$ cat src/sv/dqs_pkg.sv
// Package for the double-ended queue with search: constants, payload and control types.
package dqs_pkg;

    localparam int DQS_DEPTH   = 16;
    localparam int DATA_W      = 32;
    localparam int OUT_COUNT_W = 5;

    typedef enum logic [2:0] {
        OP_INS_FRONT = 3'd0,
        OP_INS_BACK  = 3'd1,
        OP_DEL_FRONT = 3'd2,
        OP_DEL_BACK  = 3'd3,
        OP_SEARCH    = 3'd4
    } op_t;

    typedef enum logic [1:0] {
        ST_OK    = 2'd0,
        ST_EMPTY = 2'd1,
        ST_FULL  = 2'd2
    } status_t;

    typedef enum logic [1:0] {
        S_IDLE,
        S_SCAN,
        S_LAST
    } state_t;

    typedef struct packed {
        op_t                op;
        logic signed [31:0] value;
    } dqs_in_t;

    typedef struct packed {
        status_t          status;
        logic             found;
        logic [OUT_COUNT_W-1:0] count;
    } dqs_out_t;

    typedef struct packed {
        logic exec;
        logic start_search;
        logic scan_issue;
        logic finish;
        logic found;
    } dqs_cmd_t;

    typedef struct packed {
        logic out_free;
        logic empty;
        logic hit;
        logic last_issue;
    } dqs_sts_t;

endpackage

$ cat src/sv/deque_with_search.sv
// Top level: bounded double-ended queue of signed 32-bit values with linear search.
// Latency: insert, delete and search of an empty queue give their result the cycle after transfer.
// A search scans from the front until a hit; entries are read one per cycle from the entry RAM.
// One insert or delete per cycle if results are taken; a search holds the input for its scan.
// Reset clears the front pointer, the count and the control state; RAM contents stay undefined.
module deque_with_search #(
    parameter int DEPTH = dqs_pkg::DQS_DEPTH
) (
    input  logic              clk,
    input  logic              rst_n,
    input  logic              in_valid,
    output logic              in_ready,
    input  dqs_pkg::dqs_in_t  in_data,
    output logic              out_valid,
    input  logic              out_ready,
    output dqs_pkg::dqs_out_t out_data
);
    import dqs_pkg::*;

    dqs_cmd_t cmd;
    dqs_sts_t sts;

    dqs_ctrl u_ctrl (
        .clk      (clk),
        .rst_n    (rst_n),
        .in_valid (in_valid),
        .in_op    (in_data.op),
        .in_ready (in_ready),
        .sts      (sts),
        .cmd      (cmd)
    );

    dqs_dp #(
        .DEPTH (DEPTH)
    ) u_dp (
        .clk       (clk),
        .rst_n     (rst_n),
        .in_data   (in_data),
        .out_ready (out_ready),
        .out_valid (out_valid),
        .out_data  (out_data),
        .cmd       (cmd),
        .sts       (sts)
    );

endmodule

$ cat src/sv/dqs_ram.sv
// Generic single-port-write, single-port-read RAM with registered read data.
module dqs_ram #(
    parameter int WIDTH = 32,
    parameter int DEPTH = 16
) (
    input  logic                     clk,
    input  logic                     we,
    input  logic [$clog2(DEPTH)-1:0] waddr,
    input  logic [WIDTH-1:0]         wdata,
    input  logic [$clog2(DEPTH)-1:0] raddr,
    output logic [WIDTH-1:0]         rdata
);

    logic [WIDTH-1:0] mem_reg [DEPTH];
    logic [WIDTH-1:0] rdata_reg;

    always_ff @(posedge clk)
    begin
        if (we)
        begin
            mem_reg[waddr] <= wdata;
        end
        rdata_reg <= mem_reg[raddr];
    end

    assign rdata = rdata_reg;

endmodule

$ cat src/sv/dqs_ctrl.sv
// Controller state machine: accepts items and sequences the search scan.
module dqs_ctrl (
    input  logic              clk,
    input  logic              rst_n,
    input  logic              in_valid,
    input  dqs_pkg::op_t      in_op,
    output logic              in_ready,
    input  dqs_pkg::dqs_sts_t sts,
    output dqs_pkg::dqs_cmd_t cmd
);
    import dqs_pkg::*;

    state_t state_reg;
    state_t state_next;
    logic   accept;

    always_ff @(posedge clk or negedge rst_n)
    begin
        if (!rst_n)
        begin
            state_reg <= S_IDLE;
        end
        else
        begin
            state_reg <= state_next;
        end
    end

    assign accept = in_valid && in_ready;

    always_comb
    begin
        state_next = state_reg;
        cmd        = '0;
        in_ready   = 1'b0;
        case (state_reg)
            S_IDLE:
            begin
                in_ready = sts.out_free;
                if (accept)
                begin
                    if (in_op == OP_SEARCH && !sts.empty)
                    begin
                        cmd.start_search = 1'b1;
                        state_next       = S_SCAN;
                    end
                    else
                    begin
                        cmd.exec = 1'b1;
                    end
                end
            end
            S_SCAN:
            begin
                if (sts.hit)
                begin
                    cmd.finish = 1'b1;
                    cmd.found  = 1'b1;
                    state_next = S_IDLE;
                end
                else
                begin
                    cmd.scan_issue = 1'b1;
                    if (sts.last_issue)
                    begin
                        state_next = S_LAST;
                    end
                end
            end
            S_LAST:
            begin
                cmd.finish = 1'b1;
                cmd.found  = sts.hit;
                state_next = S_IDLE;
            end
            default:
            begin
                state_next = S_IDLE;
            end
        endcase
    end

endmodule

$ cat src/sv/dqs_dp.sv
// Datapath: ring pointers, entry RAM, scan address generator, compare and result register.
module dqs_dp #(
    parameter int DEPTH = dqs_pkg::DQS_DEPTH
) (
    input  logic              clk,
    input  logic              rst_n,
    input  dqs_pkg::dqs_in_t  in_data,
    input  logic              out_ready,
    output logic              out_valid,
    output dqs_pkg::dqs_out_t out_data,
    input  dqs_pkg::dqs_cmd_t cmd,
    output dqs_pkg::dqs_sts_t sts
);
    import dqs_pkg::*;

    localparam int AW = $clog2(DEPTH);
    localparam int CW = $clog2(DEPTH + 1);
    localparam int SW = CW + 1;
    localparam logic [AW-1:0] LAST_POS = AW'(DEPTH - 1);

    logic [AW-1:0]     front_reg;
    logic [AW-1:0]     front_next;
    logic [CW-1:0]     count_reg;
    logic [CW-1:0]     count_next;
    logic [AW-1:0]     idx_reg;
    logic [AW-1:0]     addr_reg;
    logic [DATA_W-1:0] key_reg;
    logic              cmp_valid_reg;
    logic              out_valid_reg;
    dqs_out_t          out_data_reg;
    dqs_out_t          res_next;

    logic              we;
    logic [AW-1:0]     waddr;
    logic [DATA_W-1:0] rdata;
    logic [AW-1:0]     front_dec;
    logic [AW-1:0]     front_inc;
    logic [AW-1:0]     addr_inc;
    logic [SW-1:0]     back_sum;
    logic [AW-1:0]     back_pos;
    logic              full;
    logic              empty;
    logic              out_load;

    assign full      = (count_reg == CW'(DEPTH));
    assign empty     = (count_reg == '0);
    assign front_dec = (front_reg == '0) ? LAST_POS : front_reg - AW'(1);
    assign front_inc = (front_reg == LAST_POS) ? '0 : front_reg + AW'(1);
    assign addr_inc  = (addr_reg == LAST_POS) ? '0 : addr_reg + AW'(1);
    assign back_sum  = SW'(front_reg) + SW'(count_reg);
    assign back_pos  = (back_sum >= SW'(DEPTH)) ? AW'(back_sum - SW'(DEPTH)) : AW'(back_sum);

    always_comb
    begin
        front_next     = front_reg;
        count_next     = count_reg;
        we             = 1'b0;
        waddr          = back_pos;
        res_next       = '0;
        res_next.status = ST_OK;
        if (cmd.exec)
        begin
            case (in_data.op)
                OP_INS_FRONT:
                begin
                    if (full)
                    begin
                        res_next.status = ST_FULL;
                    end
                    else
                    begin
                        front_next = front_dec;
                        we         = 1'b1;
                        waddr      = front_dec;
                        count_next = count_reg + CW'(1);
                    end
                end
                OP_INS_BACK:
                begin
                    if (full)
                    begin
                        res_next.status = ST_FULL;
                    end
                    else
                    begin
                        we         = 1'b1;
                        count_next = count_reg + CW'(1);
                    end
                end
                OP_DEL_FRONT:
                begin
                    if (empty)
                    begin
                        res_next.status = ST_EMPTY;
                    end
                    else
                    begin
                        front_next = front_inc;
                        count_next = count_reg - CW'(1);
                    end
                end
                OP_DEL_BACK:
                begin
                    if (empty)
                    begin
                        res_next.status = ST_EMPTY;
                    end
                    else
                    begin
                        count_next = count_reg - CW'(1);
                    end
                end
                default:
                begin
                end
            endcase
        end
        if (cmd.finish)
        begin
            res_next.found = cmd.found;
        end
        res_next.count = OUT_COUNT_W'(count_next);
    end

    assign out_load = cmd.exec || cmd.finish;

    always_ff @(posedge clk or negedge rst_n)
    begin
        if (!rst_n)
        begin
            front_reg     <= '0;
            count_reg     <= '0;
            cmp_valid_reg <= 1'b0;
            out_valid_reg <= 1'b0;
        end
        else
        begin
            front_reg     <= front_next;
            count_reg     <= count_next;
            cmp_valid_reg <= cmd.scan_issue;
            if (out_load)
            begin
                out_valid_reg <= 1'b1;
            end
            else if (out_ready)
            begin
                out_valid_reg <= 1'b0;
            end
        end
    end

    always_ff @(posedge clk)
    begin
        if (out_load)
        begin
            out_data_reg <= res_next;
        end
        if (cmd.start_search)
        begin
            key_reg  <= in_data.value;
            idx_reg  <= '0;
            addr_reg <= front_reg;
        end
        else if (cmd.scan_issue)
        begin
            idx_reg  <= idx_reg + AW'(1);
            addr_reg <= addr_inc;
        end
    end

    dqs_ram #(
        .WIDTH (DATA_W),
        .DEPTH (DEPTH)
    ) u_ram (
        .clk   (clk),
        .we    (we),
        .waddr (waddr),
        .wdata (in_data.value),
        .raddr (addr_reg),
        .rdata (rdata)
    );

    assign sts.out_free   = !out_valid_reg || out_ready;
    assign sts.empty      = empty;
    assign sts.hit        = cmp_valid_reg && (rdata == key_reg);
    assign sts.last_issue = ((CW'(idx_reg) + CW'(1)) == count_reg);

    assign out_valid = out_valid_reg;
    assign out_data  = out_data_reg;

endmodule

$ cat config.mk
export PLATFORM = sky130hd
export DESIGN_NAME = deque_with_search
export DESIGN_NICKNAME = d
export VERILOG_FILES = /design/src/sv/dqs_pkg.sv /design/src/sv/deque_with_search.sv /design/src/sv/dqs_ram.sv /design/src/sv/dqs_ctrl.sv /design/src/sv/dqs_dp.sv
export SDC_FILE = /design/constraint.sdc
export NUM_CORES = 1
export LEC_CHECK = 0
export ABC_CLOCK_PERIOD_IN_PS = 8500
export BUFFER_PORTS_ARGS = -buffer_cell sky130_fd_sc_hd__buf_2
export CORE_ASPECT_RATIO = 1.1
export CORE_MARGIN = 1.5
export CORE_UTILIZATION = 51
export CTS_BUF_LIST = sky130_fd_sc_hd__clkbuf_4 sky130_fd_sc_hd__clkbuf_8
export DETAILED_ROUTE_END_ITERATION = 10
export PLACE_DENSITY = 0.76
export SETUP_SLACK_MARGIN = 0.05
export SYNTH_ARGS = -nofsm -noshare
export SYNTH_HDL_FRONTEND = slang
export SYNTH_SLANG_ARGS = --single-unit
$ cat constraint.sdc
create_clock -name clk -period 8.5 [get_ports clk]
set_clock_uncertainty 0.2 [all_clocks]
set_input_delay 1.7 -clock clk [delete_from_list [all_inputs] [get_ports clk]]
set_output_delay 1.7 -clock clk [all_outputs]
set_load 0.05 [all_outputs]
Word-level counts from Yosys, hierarchy flattened
Memories as Yosys holds them, arrays and structs flattened. A register that Yosys moved wholly into a read port is not among the register bits.
Index checks and enable logic that the tools add are counted.
{"block": "op_classes", "addsub": 9, "n_lt_le_gt_ge": 1, "eq_ne": 16, "reduce_logical": 18, "n_mux": 40}
{"cell": "$mux 4", "count": 11}
{"cell": "$eq 32x32->1", "count": 1}
{"cell": "$mux 2", "count": 8}
{"cell": "$mux 5", "count": 3}
{"cell": "$mux 1", "count": 13}
{"cell": "$add 4x1->4 const B", "count": 3}
{"cell": "$pmux 2 s2", "count": 3}
{"cell": "$pmux 5 s2", "count": 1}
{"cell": "$eq 4x4->1 const B", "count": 2}
{"cell": "$pmux 4 s2", "count": 1}
{"cell": "$sub 4x1->4 const B", "count": 2}
{"cell": "$add 4x5->6", "count": 1}
{"cell": "$eq 3x2->1 const B", "count": 2}
{"cell": "$ge 6x5->1 const B", "count": 1}
{"cell": "$reduce_bool 2->1", "count": 3}
{"cell": "$add 4x1->5 const B", "count": 1}
{"cell": "$add 5x1->5 const B", "count": 1}
{"cell": "$eq 5x5->1", "count": 1}
{"cell": "$eq 5x5->1 const B", "count": 1}
{"cell": "$logic_not 5->1", "count": 1}
{"cell": "$sub 5x1->5 const B", "count": 1}
{"cell": "$logic_not 4->1", "count": 1}
{"cell": "$ne 2x1->1 const B", "count": 2}
{"cell": "$ne 2x2->1 const B", "count": 2}
{"cell": "13 further kinds", "count": 18}
{"block": "totals", "input_bits": 39, "mem_bits_rw": 512, "output_inout_bits": 10, "wordCells": 96, "reg_bits": 61, "mem_count": 1}
{"memory": "u_dp.u_ram.mem_reg", "depth": 16, "word_bits": 32, "rd": 1, "rd_ports_with_merged_regs": 1, "write_ports": 1, "line_no": "dqs_ram.sv:14", "text": "logic [WIDTH-1:0] mem_reg [DEPTH];"}

Depth between registers and ports, before layout
Gate-level depths: netlist (run 1).
{"block": "logic_depth", "ltp_word": 9, "ltp_mapped": 9, "mapped_depth_nobuf": 8}

Hierarchy
From an unflattened synthesis (run 1), not the netlist that was laid out.
{"block": "unflattened", "hier_cells": 1107, "area_unflattened_um2": 23135.9}
{"module": "dqs_ram", "cells_per_inst": 838, "instances": 1, "area_per_inst_um2": 19835.3, "seq_area_each_um2": 16015.4}
{"module": "dqs_dp", "cells_per_inst": 244, "instances": 1, "area_per_inst_um2": 3064.2, "seq_area_each_um2": 1676.6}
{"module": "dqs_ctrl", "cells_per_inst": 25, "instances": 1, "area_per_inst_um2": 236.5, "seq_area_each_um2": 50.0}

Least setup slack after synthesis (run 1)
OpenSTA, ideal clock, no wires.
{"block": "synth_timing", "path_kind": "input to register", "from": "input port out_ready", "to": "memory u_dp.u_ram.mem_reg[0][0] (enable)", "required_ns": 7.879, "arrival_ns": 4.339, "setup_ns": 0.421, "stages": 6, "path_slack_ns": 3.540, "path_buffers": 0, "path_cell_list": "nand2b_1 > nand3_1 > nor4_4 > and2b_4 > mux2_2 > nor2_1"}
{"block": "synth_between", "elab_chain_len": 8, "word_cells_on_any_way": 9, "classes_between": "mux (7); reduce/logical (2)"}
{"item": "start, declared", "line_no": "deque_with_search.sv:15", "text": "input logic out_ready,"}
{"item": "$logic_or 1x1->1 (*)", "line_no": "dqs_dp.sv:183", "text": "assign sts.out_free = !out_valid_reg || out_ready;"}
{"item": "$mux 1 (*)", "line_no": "dqs_ctrl.sv:36", "text": "case (state_reg)"}
{"item": "$logic_and 1x1->1 (*)", "line_no": "dqs_ctrl.sv:29", "text": "assign accept = in_valid && in_ready;"}
{"item": "$mux 2 (*)", "line_no": "dqs_ctrl.sv:40", "text": "if (accept)"}
{"item": "$mux 2 (*)", "line_no": "dqs_ctrl.sv:36"}
{"item": "$mux 1", "line_no": "dqs_dp.sv:61", "text": "if (cmd.exec)"}
{"item": "$mux 1", "line_no": "dqs_ram.sv:19", "text": "if (we)"}
{"item": "$mux 1 (implied by the code)", "line_no": "dqs_ram.sv:21", "text": "mem_reg[waddr] <= wdata;"}
{"item": "end, declared", "line_no": "dqs_ram.sv:14"}
Mark *: on every way between the ends. The rest lies on a longest branch, timed or not.

Worst setup path in the final report (run 1)
{"block": "layout_timing", "from": "input port out_ready", "to": "memory u_dp.u_ram.mem_reg[5][4] (enable)"}
Same word-level chain as after synthesis.

==> results of run 1 <==
==> report_power, final <==
part / leakage, nW / switching, mW / total (mW) / internal [mW]
Clock: 0.939 / 1.05 / 2.32 / 1.26
Combinational: 2.34 / 1.19 / 1.89 / 0.701
Sequential: 5.47 / 0.142 / 3.63 / 3.49
==> area by class of cell <==
class | count | area [sq um] | share of cell area
flip-flops and latches | 605 | 17740 | 0.6790
inverters | 13 | 48.80 | 0.001868
multi-input cells | 578 | 5509 | 0.2108
clock inverters | 34 | 235.2 | 0.009003
clock buffers | 125 | 1545 | 0.05914
well taps | 588 | 735.7 | 0.02816
repair buffers | 56 | 312.8 | 0.01197
==> worst reg2reg max path, delay by kind of cell (launching register included) <==
| kind | cells | cell delay [ns] |
|---|---|---|
| simple gates | 3 | 1.35 |
| buf+inv | 1 | 0.19 |
| flops | 1 | 0.47 |
| fa+ha+maj | 1 | 0.31 |
| compound gates | 3 | 0.99 |
==> layer usage <==
metal,GRT usage,part of all wire
met5,0,0
met4,0.06572,0.019
met3,0.05424,0.094
met2,0.3219,0.47
met1,0.2932,0.42
==> how the worst min path moves through the flow <==
stage                                 start                           end  slack (ns)  cells past startpoint
3_5_place_dp   u_dp.idx_reg[1]$_SDFFE_PP0P_  u_dp.idx_reg[1]$_SDFFE_PP0P_        0.29                      2
4_1_cts        u_dp.idx_reg[1]$_SDFFE_PP0P_  u_dp.idx_reg[1]$_SDFFE_PP0P_        0.29                      2
5_1_grt        u_dp.idx_reg[1]$_SDFFE_PP0P_  u_dp.idx_reg[1]$_SDFFE_PP0P_        0.35                      2
3_3_place_gp   u_dp.idx_reg[1]$_SDFFE_PP0P_  u_dp.idx_reg[1]$_SDFFE_PP0P_        0.27                      2
2_1_floorplan  u_dp.idx_reg[1]$_SDFFE_PP0P_  u_dp.idx_reg[1]$_SDFFE_PP0P_        0.25                      2
6_report       u_dp.idx_reg[1]$_SDFFE_PP0P_  u_dp.idx_reg[1]$_SDFFE_PP0P_        0.29                      2
==> synthesized netlist by cell type, types with 3 or more instances <==
cell type  count  area [sq um]
edfxtp_1     556         16700
mux2i_1      130          1301
a221oi_1      64         560.5
mux4_2        64          1441
nand2_1       58         217.7
o21ai_0       43         215.2
dfxtp_1       36         720.7
xnor2_1       35         306.5
a22oi_1       33         247.7
nor2_1        31         116.4
buf_2         27         135.1
clkbuf_1      24         90.09
a21oi_1       13         65.06
dfrtp_1       13         325.3
ha_1          12         150.1
inv_1         11         41.29
xor2_1        10         87.58
buf_1          8         30.03
nand2b_1       6         37.54
nand4_1        6         37.54
buf_4          5         37.54
nand3_1        5         25.02
nor2b_1        5         31.28
a21o_1         4         30.03
a31oi_1        4         25.02
or3_1          4         25.02
nor3_1         3         15.01
nor4_1         3         18.77
nor4b_1        3         26.28
o31ai_1        3         22.52
==> through the flow <==
step                      power [mW]  std cells  cell area, sq um  hold WS [ns]  worst slack, ns
after floorplan                4.970       1262             23480        0.2536            3.540
after global placement         5.520       1840             24350        0.2650            3.654
after detailed placement       5.564       1840             24350        0.2856            3.586
after CTS                      7.868       1999             26130        0.2944            4.245
after global routing           8.161       1999             26130        0.3512            4.084
final                          7.843       1999             26130        0.2890            4.182
==> kinds of logic (layout without fill, tap and decap cells) <==
group,after synthesis,in the layout,synth area share
fa+ha+maj,13,13,0.007247
simple gates,136,136,0.02808
xor+xnor,46,46,0.01748
flops,605,605,0.7556
compound gates,187,187,0.05856
mux,196,196,0.1178
buf+inv,79,228,0.01524
==> summary.md, run 1 <==
| Metric | Value |
|---|---|
| Rel. slew slack | 0.1531 |
| Synth unique cells | 66 |
| Initial Util | 0.5154 |
| Mapped Area | 23480 sq um |
| EDFF count, synth | 556 |
| Setup Fix Bufs, Post-CTS | 0 |
| Largest net degree at the start of global routing | 121 |
| Area grow syn2layout | 11.28% |
| Required @ worst endpoint | 8.54 ns |
| Crit-path leading delay family | simple AND/OR/NAND/NOR gates |
| Final Cycle Share | 0.5081 |
| DRT iter0 DRCs | 1202 |
| Least-Margin Pin Slew | 1.270 ns |
| Max reg flops | 512 |
| Flops & latches, synth | 605 |
| Slew Limit Fails | 0 |
| GRT overflow | 0 |
| Clk_lat worst skew | 0.64 ns |
| Vias in the first global route | 11890 |
| Pwr Density | 300.2 nW/um^2 |
| Hold Buf Count CTS | 0 |
| DRC | 0 |
| Worst r2r src | u_dp.front_reg[1]$_DFFE_PN0P_ |
| Die Span Y | 228.0 microns |
| Status | finished, final reports clean |
| Port buffer count | 48 |
| Die area | 47340 sq um |
| Critical-path cell list | buf_2 -> nand2b_1 -> nand3_1 -> nor4_4 -> and2b_4 -> mux2_2 -> nor2_4 |
| Clock root buffer | clkbuf_8 |
| DRT Wirelength | 48770 microns |
| Clock Sinks | 605 |
| Placed wire-length estimate | 28690 microns |
| Antenna violations before repair | 0 |
| Crit path DAT | 4.36 ns |
| Final RePlAce weighted congestion | 0.8549 |
| Worst setup path endpoint | u_dp.u_ram.mem_reg[5][4]$_DFFE_PP_ |
| Post-Syn Nets | 1314 |
| Core ar. | 45550 sq um |
| Vias | 11890 |
| Most frequent cells in the layout | 556 x edfxtp_1, 130 x mux2i_1, 97 x clkbuf_8, 64 x a221oi_1, 64 x mux4_2 |
| Clock tree buffer depth | 3 |
| Detail Route Antenna Nets | 0 |
| Worst setup SP type | input pin |
| Fmax | 231.6 MHz |
| Worst-path maximum fanout | 32 |
| Worst vdd ir | 0.0001406 V |
| CTS Buf Count | 89 |
| Util after Layout | 0.5736 |
| Nets | 1395 |
| Commonest non-fill, non-tap cell in the layout | edfxtp_1 |
| Unrepaired setup endpoints after global routing | false |
| Synthesis Warnings | 0 |
| CP Class | input pin to flip-flop |
| R2R setup slack | 4.59 ns |
| # diodes | 0 |
| Crit-path slowest cell | nor2_4 |
| Tmin final | 4.318 ns |
| Cell count after synthesis | 1262 |
| Vias per Instance | 5.949 |
| Row Count | 82 |
| Ys async rst share | 0.02149 |
| WP buf/inv | 1 |
| CP Depth | 7 |
| Wire per inst | 24.40 microns |
| Filler Cells Inserted | 3313 |
| Die Wd | 207.6 microns |
| Number of detailed-route iterations in the first pass | 5 |
| Worst setup startpoint | out_ready |
| Post-synthesis area per instance | 18.61 sq um |
| First-pass GRT wire length | 72900 microns |
| Final setup viols | 0 |
| All-Layer GR Usage | 0.2086 |
| Leakage dissipation | 8.750 nW |
| HP Class | flip-flop to flip-flop |
| Reg2reg end | u_dp.u_ram.mem_reg[14][7]$_DFFE_PP_ |
| Final setup TNS | 0 ns |
| CTS resizes | 0 |
| Max_cap viols | 0 |
| Max incr delay on CP | 0.90 ns |
| Register area share after synthesis | 0.7556 |
| Predominant post-synthesis flop cell | edfxtp_1 |
| Reg clk slew, reported paths | 0.06 ns |
| I/O pins | 49 |
| Share of layout cells above drive strength 1 | 0.2105 |
| Critical path endpoint category | flip-flop |
| R2R cell count | 8 |
| Final count of hold timing violations | 0 |
| # H-tree levels | 3 |
| TritonCTS clock tree | yes |
(Power assumes the default switching activity.)
==> inputs of run 2 (changes only) <==
--- a/config.mk
+++ b/config.mk
@@ -5,14 +5,14 @@
 export SDC_FILE = /design/constraint.sdc
 export NUM_CORES = 1
 export LEC_CHECK = 0
-export ABC_CLOCK_PERIOD_IN_PS = 8500
+export ABC_CLOCK_PERIOD_IN_PS = 3800
 export BUFFER_PORTS_ARGS = -buffer_cell sky130_fd_sc_hd__buf_2
 export CORE_ASPECT_RATIO = 1.1
 export CORE_MARGIN = 1.5
 export CORE_UTILIZATION = 51
 export CTS_BUF_LIST = sky130_fd_sc_hd__clkbuf_4 sky130_fd_sc_hd__clkbuf_8
 export DETAILED_ROUTE_END_ITERATION = 10
-export PLACE_DENSITY = 0.76
+export PLACE_DENSITY = 0.79
 export SETUP_SLACK_MARGIN = 0.05
 export SYNTH_ARGS = -nofsm -noshare
 export SYNTH_HDL_FRONTEND = slang
==> constraint.sdc (replaced) <==
create_clock -name clk -period 3.8 [get_ports clk]
set_clock_uncertainty 0.2 [all_clocks]
set_input_delay 0.76 -clock clk [delete_from_list [all_inputs] [get_ports clk]]
set_output_delay 0.76 -clock clk [all_outputs]
set_load 0.05 [all_outputs]
==> summary.md, run 2 (same netlist as run 1, synthesis figures left out) <==
| Metric | Value |
|---|---|
| Number of detailed-route iterations in the first pass | 5 |
| Pwr Density | 665.5 nW/um^2 |
| Wire per inst | 24.48 microns |
| Reg area | 17740 sq um |
| Final Cycle Share | 0.9295 |
| I/O pins | 49 |
| Slew Limit Fails | 0 |
| Initial Util | 0.5154 |
| CP Class | flip-flop to flip-flop |
| All-Layer GR Usage | 0.2139 |
| Hold Buf Count CTS | 1 |
| CTS Buf Count | 87 |
| DRT Wirelength | 49860 microns |
| Final RePlAce weighted congestion | 0.8388 |
| Final setup viols | 0 |
| Max_cap viols | 0 |
| Met2 GRT Util | 0.3445 |
| Min Hold Slack | 0.2231 ns |
| Vias | 12240 |
| Clock Sinks | 605 |
| Worst-path maximum fanout | 22 |
| Required @ worst endpoint | 4.00 ns |
| Layer with the highest usage | met2 |
| Setup Fix Bufs, Post-CTS | 0 |
| Antenna violations before repair | 1 |
| # H-tree levels | 3 |
| Reg clk slew, reported paths | 0.06 ns |
| Crit path DAT | 3.73 ns |
| Core ar. | 45550 sq um |
| Met3 global-route usage | 0.03359 |
| Die Wd | 207.6 microns |
| Vias in the first global route | 12380 |
| Max reg flops | 512 |
| Total Power | 17.77 mW |
| Unrepaired setup endpoints after global routing | false |
| Rel. slew slack | 0.3475 |
| Worst setup SP type | flip-flop |
| Share of layout cells above drive strength 1 | 0.2307 |
| Least-Margin Pin Slew | 0.9515 ns |
| Commonest non-fill, non-tap cell in the layout | edfxtp_1 |
| Fmax | 283.1 MHz |
| Status | finished, final reports clean |
| Worst Setup Slack, final | 0.2680 ns |
| Clock tree buffer depth | 3 |
| DRT iter0 DRCs | 1224 |
| Most frequent cells in the layout | 556 x edfxtp_1, 130 x mux2i_1, 93 x clkbuf_8, 64 x a221oi_1, 64 x mux4_2 |
| Clock root buffer | clkbuf_8 |
| Final count of hold timing violations | 0 |
| Area grow syn2layout | 13.72% |
| Die area | 47340 sq um |
| First-pass GRT wire length | 75750 microns |
| Row Count | 82 |
| Tmin final | 3.532 ns |
| Leakage dissipation | 9.023 nW |
| DRC | 0 |
| Worst vdd ir | 0.0002846 V |
| Die Span Y | 228.0 microns |
| Largest net degree at the start of global routing | 53 |
| Met1 GRT Util | 0.2979 |
| Placed wire-length estimate | 30060 microns |
| Multi-input logic area | 5509 sq um |
| Pre-CTS setup slack | 0.09891 ns |
| Final setup TNS | 0 ns |
| Nets | 1426 |
| Vias per Instance | 6.009 |
| HP Class | input pin to flip-flop |
| Detail Route Antenna Nets | 0 |
| Filler Cells Inserted | 3216 |
| GRT overflow | 0 |
| Port buffer count | 48 |
| Critical path endpoint category | flip-flop |
| TritonCTS clock tree | yes |
| CTS resizes | 0 |
| Clk_lat worst skew | 0.66 ns |
-- run 2: cell count changes in the layout (fill, tap and decap cells not counted) --
cell and change:
buf_12 +18, buf_4 +14, bufinv_16 +3, clkbuf_4 +8
clkbuf_8 -4, clkinv_1 -1, clkinv_2 -4, diode_2 +1
dlygate4sd3_1 +1, inv_8 +2
-- run 2: area by class of cell --
cell class | count | share of cell area
Timing Repair Buffer | 89 | 0.02952
Tap cell | 588 | 0.02755
Multi-Input combinational cell | 578 | 0.2063
Clock inverter | 34 | 0.01214
Sequential cell | 605 | 0.6645
Antenna cell | 1 | 0.00009372
Clock buffer | 129 | 0.05806
Inverter | 13 | 0.001828
-- run 2: worst max-delay path, cell delays in order (launching register included) --
cell and delay [ns]:
dfrtp_1 0.39, inv_1 0.11, ha_1 0.25, nand3_1 0.28, nor4_4 0.44, and2b_4 0.26, mux2i_1 0.80, nor2_4 0.27
buf_12 0.25
-- run 2: stage by stage --
stage / instances / utilization / instance area [sq um]
final: 2037 / 0.5861 / 26700
after global routing: 2037 / 0.5861 / 26700
after CTS: 2036 / 0.5861 / 26700
after detailed placement: 1872 / 0.5447 / 24810
after global placement: 1872 / 0.5447 / 24810
after floorplan: 1262 / - / 23500
-- run 2: worst paths after layout --
check / cells past startpoint / from / slack [ns] / to
max: 8 / u_ctrl.state_reg[0]$_DFFE_PN0P_ / 0.27 / u_dp.u_ram.mem_reg[2][4]$_DFFE_PP_
min: 3 / out_ready / 0.22 / u_dp.out_valid$_DFFE_PN0P_
max reg2reg: 8 / u_ctrl.state_reg[0]$_DFFE_PN0P_ / 0.27 / u_dp.u_ram.mem_reg[2][4]$_DFFE_PP_
min reg2reg: 2 / u_dp.idx_reg[1]$_SDFFE_PP0P_ / 0.28 / u_dp.idx_reg[1]$_SDFFE_PP0P_
max in group asynchronous: 2 / rst_n / 2.81 / u_dp.cmp_valid_reg$_DFF_PN0_
min in group asynchronous: 2 / rst_n / 0.33 / u_dp.front_reg[1]$_DFFE_PN0P_
-- run 2: report_power, final --
group          leakage (nW)  internal [mW]  switching (mW)
clock                 0.985           3.04            2.39
sequential             5.47           7.80           0.302
combinational          2.57           1.64            2.59
-- run 2: per-layer routing --
layer  routed length (microns)  share of wire  vias to the layer above
met4                      1182          0.024                        0
met2                     24110           0.48                      542
met3                      3696          0.074                       80
li1                          -              -                     5355
met1                     20870           0.42                     6264
met5                         0              0                        -
==> inputs of run 3 (changes only) <==
--- a/config.mk
+++ b/config.mk
@@ -16,4 +16,5 @@
 export SETUP_SLACK_MARGIN = 0.05
 export SYNTH_ARGS = -nofsm -noshare
 export SYNTH_HDL_FRONTEND = slang
+export SYNTH_HIERARCHICAL = 1
 export SYNTH_SLANG_ARGS = --single-unit
==> summary.md, run 3 <==
| Metric | Value |
|---|---|
| Status | finished, final reports clean |
| Pwr Density | 675.8 nW/um^2 |
| Post-synth top area share | 0.7216 |
| Clock Sinks | 605 |
| Detail Route Antenna Nets | 0 |
| R2R setup slack | 0.22 ns |
| Most common cell in the synthesized netlist | edfxtp_1 |
| Worst vdd ir | 0.0004451 V |
| Rel. slew slack | 0.3081 |
| Least-Margin Pin Slew | 1.036 ns |
| Post-Syn Nets | 1159 |
| I/O pins | 49 |
| CTS Buf Count | 87 |
| Max_cap viols | 0 |
| Clock tree buffer depth | 3 |
| Worst r2r src | u_dp/count_reg[1]$_DFF_PN0_ |
| Predominant post-synthesis flop cell | edfxtp_1 |
| Pre-CTS setup slack | 0.1589 ns |
| Top cells by area, synth | edfxtp_1 72%, mux4_2 12%, dfxtp_1 3.1% |
| All-Layer GR Usage | 0.2086 |
| Mapped Area | 23140 sq um |
| Clk_lat worst skew | 0.64 ns |
| HP Start | out_ready |
| EDFF count, synth | 556 |
| Die area | 46650 sq um |
| Vias in the first global route | 11540 |
| Max reg flops | 512 |
| Vias | 11200 |
| Filler Cells Inserted | 3054 |
| Worst setup startpoint | u_dp/count_reg[1]$_DFF_PN0_ |
| HP Class | input pin to flip-flop |
| GRT overflow | 0 |
| Clock root buffer | clkbuf_8 |
| Crit path DAT | 3.69 ns |
| Commonest non-fill, non-tap cell in the layout | edfxtp_1 |
| Final setup viols | 0 |
| Leakage dissipation | 8.622 nW |
| Synthesis Warnings | 6 |
| Min Hold Slack | 0.2301 ns |
| Flops & latches, synth | 605 |
| Tmin final | 3.583 ns |
| Initial Util | 0.5188 |
| Nets | 1282 |
| Leading area contributor after synthesis | edfxtp_1 |
| Cell count after synthesis | 1107 |
| Largest net degree at the start of global routing | 75 |
| Synth unique cells | 60 |
| Final RePlAce weighted congestion | 0.8487 |
| DRT iter0 DRCs | 1416 |
| Area grow syn2layout | 14.00% |
| Reg clk slew, reported paths | 0.06 ns |
| Final Cycle Share | 0.9429 |
| TritonCTS clock tree | yes |
| Critical path endpoint category | flip-flop |
| DRT Wirelength | 46440 microns |
| Most frequent cells in the layout | 556 x edfxtp_1, 128 x mux4_2, 92 x clkbuf_8, 64 x a22oi_1, 48 x buf_2 |
| # diodes | 0 |
| Share of layout cells above drive strength 1 | 0.2998 |
| # H-tree levels | 3 |
| Port buffer count | 48 |
| Number of detailed-route iterations in the first pass | 5 |
| Slew Limit Fails | 0 |
| CP Class | flip-flop to flip-flop |
| Final count of hold timing violations | 0 |
| Placed wire-length estimate | 28110 microns |
| Util after Layout | 0.5915 |
| Fmax | 279.1 MHz |
| Final setup TNS | 0 ns |
| Vias per Instance | 5.953 |
| DRC | 0 |
| Top post-synthesis cells by count | 556 x edfxtp_1, 128 x mux4_2, 64 x a22oi_1 |
| Required @ worst endpoint | 3.91 ns |
| Antenna violations before repair | 1 |
| First-pass GRT wire length | 70970 microns |
| Core ar. | 44590 sq um |
| Unrepaired setup endpoints after global routing | false |
| Post-synthesis area per instance | 20.90 sq um |
| Register area share after synthesis | 0.7669 |
| Row Count | 81 |
| Total Power | 17.83 mW |
| Worst Setup Slack, final | 0.2171 ns |
| Worst setup SP type | flip-flop |
| Ys async rst share | 0.02149 |
| Wire per inst | 24.68 microns |
| Worst-path maximum fanout | 32 |
| Die Wd | 206.1 microns |
| Die Span Y | 226.4 microns |
==> run 3: changes by cell type after synthesis, sizes merged, moves of 28 or more <==
cell    previous run  this run
mux2i            130         6
mux4              64       128
a221oi            64         2
o21ai             47        10
a22oi             33        64
xor2              10        38
==> run 3: cell families (layout without fill, tap and decap cells) <==
kind of cell | Yosys count | count (layout) | share of synthesized area
adders and majority gates | 13 | 13 | 0.007355
and+or+nand+nor | 138 | 138 | 0.03396
buffers and inverters | 62 | 256 | 0.01260
xor gates and xnor gates | 48 | 48 | 0.01817
AOI/OAI and AO/OA | 105 | 105 | 0.03272
muxes | 136 | 136 | 0.1283
DFF | 605 | 605 | 0.7669
==> run 3: report_power, final <==
group / internal, mW / total, mW / switching [mW]
registers: 7.80 / 8.11 / 0.304
logic: 1.84 / 4.46 / 2.62
clock network: 2.88 / 5.26 / 2.38
==> run 3: repair_timing <==
action	CTS	global route
hold buffers	1	0
hold endpoints to repair	13	0
resized for setup	0	2
setup buffers	0	2
endpoints found under the setup margin	0	279
==> run 3: area by class of cell <==
class	instances	area [sq um]	share of cell area
multi-input combinational	440	5298	0.2009
sequential	605	17740	0.6727
inverter	12	45.04	0.001708
clock inverter	53	421.7	0.01599
clock buffer	107	1379	0.05228
timing repair buffer	84	763.2	0.02894
tap	581	726.9	0.02756
==> run 3: worst max-delay path, stage by stage (launching register included) <==
cell	delay, ns
dfrtp_1	0.46
inv_2	0.13
ha_4	0.16
nor4b_4	0.36
nor4b_4	0.13
nor3b_2	0.37
nand3b_4	0.18
mux2i_2	0.25
or3b_4	0.51
nor3_4	0.23
buf_12	0.26
==> run 3: worst paths after layout <==
kind,end,depth (start not counted)
min reg2reg,u_dp/out_valid$_DFFE_PN0P_,2
max,u_dp/u_ram/mem_reg[0][6]$_DFFE_PP_,10
max reg2reg,u_dp/u_ram/mem_reg[0][6]$_DFFE_PP_,10
min in group asynchronous,u_ctrl/state_reg[1]$_DFFE_PN0P_,2
max in group asynchronous,u_dp/count_reg[4]$_DFF_PN0_,2
min,u_dp/out_valid$_DFFE_PN0P_,3
==> run 3: stage by stage <==
stage	cells	instance area, sq um
2_1_floorplan	1107	23290
3_3_place_gp	1719	24540
3_5_place_dp	1719	24540
4_1_cts	1880	26350
5_1_grt	1882	26380
6_report	1882	26380
==> run 3: layer usage <==
layer,part of all wire,GRT usage,vias up
li1,-,-,4816
met1,0.41,0.2964,5874
met2,0.49,0.3333,456
met3,0.076,0.03722,56
met4,0.018,0.06311,2
met5,0.00028,0,-
